**src/design/msfd_pkg.sv**
```systemverilog
// ----------------------------------------------------------------------------
// Mode S frame deinterleaver package
// Shared constants, state encoding and the control and status bundles that
// pass between the controller and the datapath.
// ----------------------------------------------------------------------------
package msfd_pkg;

  localparam int unsigned WordWidth  = 32;
  localparam int unsigned SyncWidth  = 20;
  localparam int unsigned MaxWords   = 8;
  localparam int unsigned CountWidth = $clog2(MaxWords + 1);
  localparam int unsigned AddrWidth  = $clog2(MaxWords);
  localparam int unsigned ShortWords = 5;
  localparam int unsigned LongWords  = 8;
  localparam int unsigned ShortBytes = 56 / 8;
  localparam int unsigned LongBytes  = 112 / 8;

  localparam logic [SyncWidth-1:0] SyncReset = 20'hAD50B;

  typedef enum logic [0:0] {
    StIdle,
    StEmit
  } state_e;

  typedef struct packed {
    logic accept;
    logic load;
  } cmd_t;

  typedef struct packed {
    logic header;
    logic frame_ok;
    logic last_byte;
    logic out_free;
  } status_t;

endpackage

```
**src/design/msfd_ctrl.sv**
```systemverilog
// ----------------------------------------------------------------------------
// Mode S frame deinterleaver controller
// Gates input transfers and sequences the byte output of a closed frame.
// ----------------------------------------------------------------------------
module msfd_ctrl (
  input  logic             clk_i,
  input  logic             rst_ni,
  input  logic             in_valid_i,
  output logic             in_stall_o,
  input  msfd_pkg::status_t status_i,
  output msfd_pkg::cmd_t    cmd_o
);

  msfd_pkg::state_e state_q, state_d;

  always_ff @(posedge clk_i or negedge rst_ni) begin
    if (!rst_ni) begin
      state_q <= msfd_pkg::StIdle;
    end else begin
      state_q <= state_d;
    end
  end

  always_comb begin
    state_d = state_q;
    unique case (state_q)
      msfd_pkg::StIdle: begin
        if (in_valid_i && status_i.header && status_i.frame_ok) begin
          state_d = msfd_pkg::StEmit;
        end
      end
      msfd_pkg::StEmit: begin
        if (status_i.out_free && status_i.last_byte) begin
          state_d = msfd_pkg::StIdle;
        end
      end
      default: state_d = msfd_pkg::StIdle;
    endcase
  end

  always_comb begin
    in_stall_o   = 1'b1;
    cmd_o.accept = 1'b0;
    cmd_o.load   = 1'b0;
    unique case (state_q)
      msfd_pkg::StIdle: begin
        in_stall_o   = 1'b0;
        cmd_o.accept = in_valid_i;
      end
      msfd_pkg::StEmit: begin
        cmd_o.load = status_i.out_free;
      end
      default: begin
        in_stall_o = 1'b1;
      end
    endcase
  end

endmodule

```
**src/design/msfd_datapath.sv**
```systemverilog
// ----------------------------------------------------------------------------
// Mode S frame deinterleaver datapath
// Holds the sync register, the word store and count, the byte counter and the
// output register, and unpacks data and confidence bit pairs into bytes.
// ----------------------------------------------------------------------------
module msfd_datapath (
  input  logic                              clk_i,
  input  logic                              rst_ni,
  input  logic                              cfg_valid_i,
  input  logic [msfd_pkg::SyncWidth-1:0]    cfg_data_i,
  input  logic [msfd_pkg::WordWidth-1:0]    fifo_word_i,
  input  msfd_pkg::cmd_t                     cmd_i,
  output msfd_pkg::status_t                  status_o,
  output logic                              out_valid_o,
  input  logic                              out_stall_i,
  output logic [7:0]                        data_byte_o,
  output logic [7:0]                        confidence_byte_o,
  output logic [3:0]                        byte_index_o,
  output logic                              long_frame_o,
  output logic                              last_o
);

  logic [msfd_pkg::SyncWidth-1:0]  sync_q;
  logic [msfd_pkg::WordWidth-1:0]  store_q [msfd_pkg::MaxWords];
  logic [msfd_pkg::CountWidth-1:0] count_q;
  logic [3:0]                      byte_q;
  logic                            long_q;
  logic                            out_valid_q;
  logic [7:0]                      data_q;
  logic [7:0]                      conf_q;
  logic [3:0]                      index_q;
  logic                            long_out_q;
  logic                            last_q;

  logic [msfd_pkg::AddrWidth-1:0]  rd_addr;
  logic [msfd_pkg::WordWidth-1:0]  rd_word;
  logic [15:0]                     half;
  logic [7:0]                      data_d;
  logic [7:0]                      conf_d;
  logic                            header;
  logic                            room;

  assign header = (fifo_word_i[31:12] == sync_q);
  assign room   = (count_q < msfd_pkg::CountWidth'(msfd_pkg::MaxWords));

  assign rd_addr = msfd_pkg::AddrWidth'(byte_q[3:1]) + msfd_pkg::AddrWidth'(1);
  assign rd_word = store_q[rd_addr];
  assign half    = byte_q[0] ? rd_word[15:0] : rd_word[31:16];

  always_comb begin
    for (int t = 0; t < 8; t++) begin
      data_d[7-t] = half[15-2*t];
      conf_d[7-t] = half[14-2*t];
    end
  end

  assign status_o.header    = header;
  assign status_o.frame_ok  = (count_q == msfd_pkg::CountWidth'(msfd_pkg::ShortWords)) ||
                              (count_q == msfd_pkg::CountWidth'(msfd_pkg::LongWords));
  assign status_o.last_byte = long_q ? (byte_q == 4'(msfd_pkg::LongBytes - 1))
                                     : (byte_q == 4'(msfd_pkg::ShortBytes - 1));
  assign status_o.out_free  = !out_valid_q || !out_stall_i;

  always_ff @(posedge clk_i or negedge rst_ni) begin
    if (!rst_ni) begin
      sync_q      <= msfd_pkg::SyncReset;
      count_q     <= '0;
      out_valid_q <= 1'b0;
    end else begin
      if (cfg_valid_i) begin
        sync_q <= cfg_data_i;
      end
      if (cmd_i.accept) begin
        if (header) begin
          count_q <= msfd_pkg::CountWidth'(1);
        end else if (room) begin
          count_q <= count_q + msfd_pkg::CountWidth'(1);
        end
      end
      if (cmd_i.load) begin
        out_valid_q <= 1'b1;
      end else if (!out_stall_i) begin
        out_valid_q <= 1'b0;
      end
    end
  end

  always_ff @(posedge clk_i) begin
    if (cmd_i.accept) begin
      if (header) begin
        store_q[0] <= fifo_word_i;
        long_q     <= (count_q == msfd_pkg::CountWidth'(msfd_pkg::LongWords));
        byte_q     <= '0;
      end else if (room) begin
        store_q[count_q[msfd_pkg::AddrWidth-1:0]] <= fifo_word_i;
      end
    end
    if (cmd_i.load) begin
      data_q     <= data_d;
      conf_q     <= conf_d;
      index_q    <= byte_q;
      long_out_q <= long_q;
      last_q     <= status_o.last_byte;
      byte_q     <= byte_q + 4'd1;
    end
  end

  assign out_valid_o       = out_valid_q;
  assign data_byte_o       = data_q;
  assign confidence_byte_o = conf_q;
  assign byte_index_o      = index_q;
  assign long_frame_o      = long_out_q;
  assign last_o            = last_q;

endmodule

```
**src/design/mode_s_frame_deinterleaver.sv**
```systemverilog
// ----------------------------------------------------------------------------
// Mode S frame deinterleaver
// Collects receiver FIFO words into frames and emits packed message bytes.
// ----------------------------------------------------------------------------
// Input words arrive on in_valid_i/in_stall_o with fifo_word_i. A word whose
// top 20 bits match the sync register closes the frame held so far and is
// stored as the first word of a new one. A closed frame of five words gives
// seven byte transfers and one of eight words gives fourteen, on out_valid_o
// and out_stall_i, each carrying a data byte, a confidence byte, its index,
// the long-frame flag and a last flag. A longer frame keeps its first eight
// words and gives fourteen; other lengths give nothing. A word that causes no
// output is taken without a stall. A header that closes a valid frame holds
// the input stalled while the frame's bytes are loaded into the output
// register, one per cycle while the receiver does not stall. The first
// byte is loaded once the controller has entered its emit state, and the
// input reopens in the cycle after the last byte is loaded.
// While the receiver stalls, the output register holds its byte and loading
// pauses. Reset clears the word count, the output valid and restores the sync
// register; the sync register is written through cfg_valid_i, always ready.
// ----------------------------------------------------------------------------
module mode_s_frame_deinterleaver (
  input  logic                           clk_i,
  input  logic                           rst_ni,
  input  logic                           cfg_valid_i,
  output logic                           cfg_ready_o,
  input  logic [msfd_pkg::SyncWidth-1:0] cfg_data_i,
  input  logic                           in_valid_i,
  output logic                           in_stall_o,
  input  logic [msfd_pkg::WordWidth-1:0] fifo_word_i,
  output logic                           out_valid_o,
  input  logic                           out_stall_i,
  output logic [7:0]                     data_byte_o,
  output logic [7:0]                     confidence_byte_o,
  output logic [3:0]                     byte_index_o,
  output logic                           long_frame_o,
  output logic                           last_o
);

  msfd_pkg::cmd_t    cmd;
  msfd_pkg::status_t status;

  assign cfg_ready_o = 1'b1;

  msfd_ctrl u_ctrl (
    .clk_i      (clk_i),
    .rst_ni     (rst_ni),
    .in_valid_i (in_valid_i),
    .in_stall_o (in_stall_o),
    .status_i   (status),
    .cmd_o      (cmd)
  );

  msfd_datapath u_datapath (
    .clk_i             (clk_i),
    .rst_ni            (rst_ni),
    .cfg_valid_i       (cfg_valid_i),
    .cfg_data_i        (cfg_data_i),
    .fifo_word_i       (fifo_word_i),
    .cmd_i             (cmd),
    .status_o          (status),
    .out_valid_o       (out_valid_o),
    .out_stall_i       (out_stall_i),
    .data_byte_o       (data_byte_o),
    .confidence_byte_o (confidence_byte_o),
    .byte_index_o      (byte_index_o),
    .long_frame_o      (long_frame_o),
    .last_o            (last_o)
  );

endmodule

```
**config.mk**
```make
export PLATFORM = sky130hd
export DESIGN_NAME = mode_s_frame_deinterleaver
export DESIGN_NICKNAME = d
export VERILOG_FILES = /design/src/design/msfd_pkg.sv /design/src/design/msfd_ctrl.sv /design/src/design/msfd_datapath.sv /design/src/design/mode_s_frame_deinterleaver.sv
export SDC_FILE = /design/constraint.sdc
export NUM_CORES = 1
export LEC_CHECK = 0
export BUFFER_PORTS_ARGS = -buffer_cell sky130_fd_sc_hd__clkbuf_2
export CORE_MARGIN = 2
export CORE_UTILIZATION = 55
export DETAILED_ROUTE_END_ITERATION = 6
export PLACE_DENSITY_LB_ADDON = 0.12
export SYNTH_ARGS = -nofsm -noshare
export SYNTH_HDL_FRONTEND = slang
export SYNTH_HIERARCHICAL = 1
export SYNTH_SLANG_ARGS = --single-unit
```
**constraint.sdc**
```tcl
create_clock -name clk_i -period 6.65 [get_ports clk_i]
set_input_delay 1.33 -clock clk_i [delete_from_list [all_inputs] [get_ports clk_i]]
set_output_delay 1.33 -clock clk_i [all_outputs]
set_load 0.1 [all_outputs]
```
==> results.toml <==
[outcome]
status = "finished, final reports clean"

[sta]
final_hold_viol_count = 0
whs_ps = 495.4
final_max_slew_viol_count = 0
worstMarginPinSlew_ps = 1154
fin_crit_sh = 0.5159
maxSlewHeadroom = 0.2307
rsz0062_at_grt = "false"
max_freq_ghz = 0.2915
finalSetupTns_ps = 0
setup_viol = 0
min_period_ps = 3430
fin_skew_ps = 16.39

[worst_setup_path]
r2r_end = "u_datapath/confidence_byte_o[7]"
critPathKind = "input port to register"
worst_setup_path_start_kind = "input port"
crit_arrival_ps = 3590
required_ps = 6810
r2r_start = "u_datapath/byte_q[1]"
r2r_setup_slack_ps = 3550
r2r_cells = 4
end_kind = "register"
crit_fanout = 32

[placed_design]
placed_cell_area_sq_mm = 0.01283
io_buffers = 80
gp_congestion = 0.7625
hpwl_mm = 13.91

[die]
rows = 54
die_x_microns = 151.9
io_pins = 82
die_h_microns = 151.9
start_util = 0.5568
core_area_sq_mm = 0.02162
dieArea_sq_mm = 0.02309

[global_routing]
grt_max_degree = 65
grt_pass1_wl_mm = 36.45
grtUsageTotal = 0.2098
gr-total-overflow = 0
antenna_found_initial = 0
grt_pass1_vias = 5950

[synth]
synth_cell_types = 39
synth_area_leader_cell = "edfxtp_1"
synthXorXnorAreaFrac = 0.01736
synth_area_leaders = "edfxtp_1 (71%), mux4_2 (10%), mux4_1 (5.2%)"
syn_area_per_cell_sq_um = 23.11
synth_top_family_by_area = "multiplexers"
syn_inst = 521
synth-compound-area-share = 0.005197
ys.flop_type = "edfxtp_1"
synth_most_common_cell = "edfxtp_1"
ys_async_sr_fraction = 0.08414
syn_area_sq_mm = 0.01204
yosysTopAreaCellShare = 0.7060
netlist_top_cells_count = "edfxtp_1 (283), mux4_2 (56), mux4_1 (24)"
synthSimpleGateAreaFrac = 0.02172
synthMuxAreaShare = 0.1759
syn_nets = 583
yosysSeqAreaShare = 0.7610
ys_ff_latch = 309
synth_adder_area_share = 0.005197
yosysWarnings = 6
synth_edf_count = 283

[flow_run]
drv_cap = 0

[cells_and_area]
final_cell_area_sq_mm = 0.01384
fin_util = 0.6402
n_antenna_cell = 0
fill_cells = 1468
layout-drive-gt1-share = 0.3727
syn_to_final_growth_pct = 14.99
nNetsFinal = 690

[worst_hold_path]
worstHoldEndpoint = "u_datapath/long_frame_o"
hp-start = "u_datapath/long_q"
min_path_cells = 0
min_path_type = "register to register"

[drt]
drc = 0
routedWlPerCell_microns = 25.50
firstDrtPassIters = 5
first_iter_violations = 479
routed_wl_mm = 23.77
vias = 5580
avgViaCountPerCell = 5.987
ant_nets = 0

[cts]
clk_path_buf_depth = 3
root_buffer = "clkbuf_16"
postCtsResizedCells = 0
clk_pin_slew_ps = 60
ctsHoldBuffers = 0
clock_sinks = 309
htreeDepth = 1
cts_tree = "built"
insertion_delay_ps = 550
cts_made_buffers = 31
post_cts.repair.setup_buffers = 0

[pwr]
p_leak_nw = 4.542
power_mw = 3.931
p_per_area_mw_per_mm2 = 284.0
vdd_drop_max_mv = 0.2084
## worst max-delay path: stages
cell      delay, ps
clkbuf_2        160
xnor2_1         360
nand4_1         160
nor3_1          340
and3_1          300
a31o_2          880
## stage by stage
stage / instances / worst slack [ps]
floorplan: 521 / 841.1
global placement: 875 / 2786
detailed placement: 875 / 2685
CTS: 932 / 3265
global route: 932 / 3122
finish: 932 / 3220
## sequential cells by signal, summed over array words and instances (netlist names)
name                          cells
u_datapath/store_q              256
u_datapath/sync_q                20
u_datapath/confidence_byte_o      8
u_datapath/data_byte_o            8
u_datapath/byte_index_o           4
u_datapath/byte_q                 4
u_datapath/count_q                4
u_ctrl/state_q                    1
u_datapath/last_o                 1
u_datapath/long_frame_o           1
u_datapath/long_q                 1
u_datapath/out_valid_o            1
## cell usage in the layout, fill, tap and decap left out, types with 4 or more instances in the layout
cell,Yosys,layout
edfxtp_1,283,283
clkbuf_2,0,80
mux4_2,56,56
clkbuf_16,0,31
mux4_1,24,24
xnor2_1,21,21
mux2_2,20,20
buf_4,2,18
dfrtp_1,16,16
dfstp_2,10,10
clkinv_1,0,8
nand2_1,6,6
nand4_1,6,6
clkinv_2,0,5
and2_1,5,5
nor2_1,5,5
bufinv_16,0,4
inv_1,4,4
ha_1,5,4
## layer usage
layer | share of wire | track usage | up-vias | routed length [microns]
met5 | 0 | 0 | - | 0
met4 | 0.019 | 0.04940 | 0 | 447
met3 | 0.042 | 0.03080 | 36 | 989
met2 | 0.51 | 0.3520 | 152 | 12070
met1 | 0.43 | 0.2982 | 2983 | 10260
li1 | - | - | 2409 | -
## cell families after synthesis
family          count (synthesis)
compound gates                  9
xor+xnor                       23
fa+ha+maj                       5
buf+inv                        28
flops                         309
mux                           100
other cells                     1
simple gates                   46
## final cells by class
| class | count | area [sq um] | share of cell area |
|---|---|---|---|
| flip-flops and latches | 309 | 9161 | 0.6618 |
| multi-input cells | 184 | 2769 | 0.2000 |
| clock buffers | 34 | 787.0 | 0.05686 |
| repair buffers | 98 | 535.5 | 0.03869 |
| well taps | 280 | 350.3 | 0.02531 |
| clock inverters | 23 | 224.0 | 0.01618 |
| inverters | 4 | 15.01 | 0.001085 |
## how the worst max path moves through the flow
stage	slack, ps	from	end	cells after the start
6_report	3220	fifo_word_i[24]	u_datapath/store_q[0][20]	6
5_1_grt	3120	fifo_word_i[24]	u_datapath/store_q[0][5]	6
4_1_cts	3260	fifo_word_i[22]	u_datapath/store_q[4][3]	7
3_5_place_dp	2690	fifo_word_i[22]	u_datapath/store_q[4][24]	7
3_3_place_gp	2790	fifo_word_i[24]	u_datapath/store_q[0][5]	6
2_1_floorplan	840	fifo_word_i[26]	u_datapath/store_q[1][0]	6
## power by group
part           switching [mW]  internal, mW  leakage (nW)
clock                   0.694          1.01         0.487
combinational          0.0506        0.0359          1.21
sequential             0.0100          2.13          2.84
No activity file was read; power rests on OpenSTA's default activity.
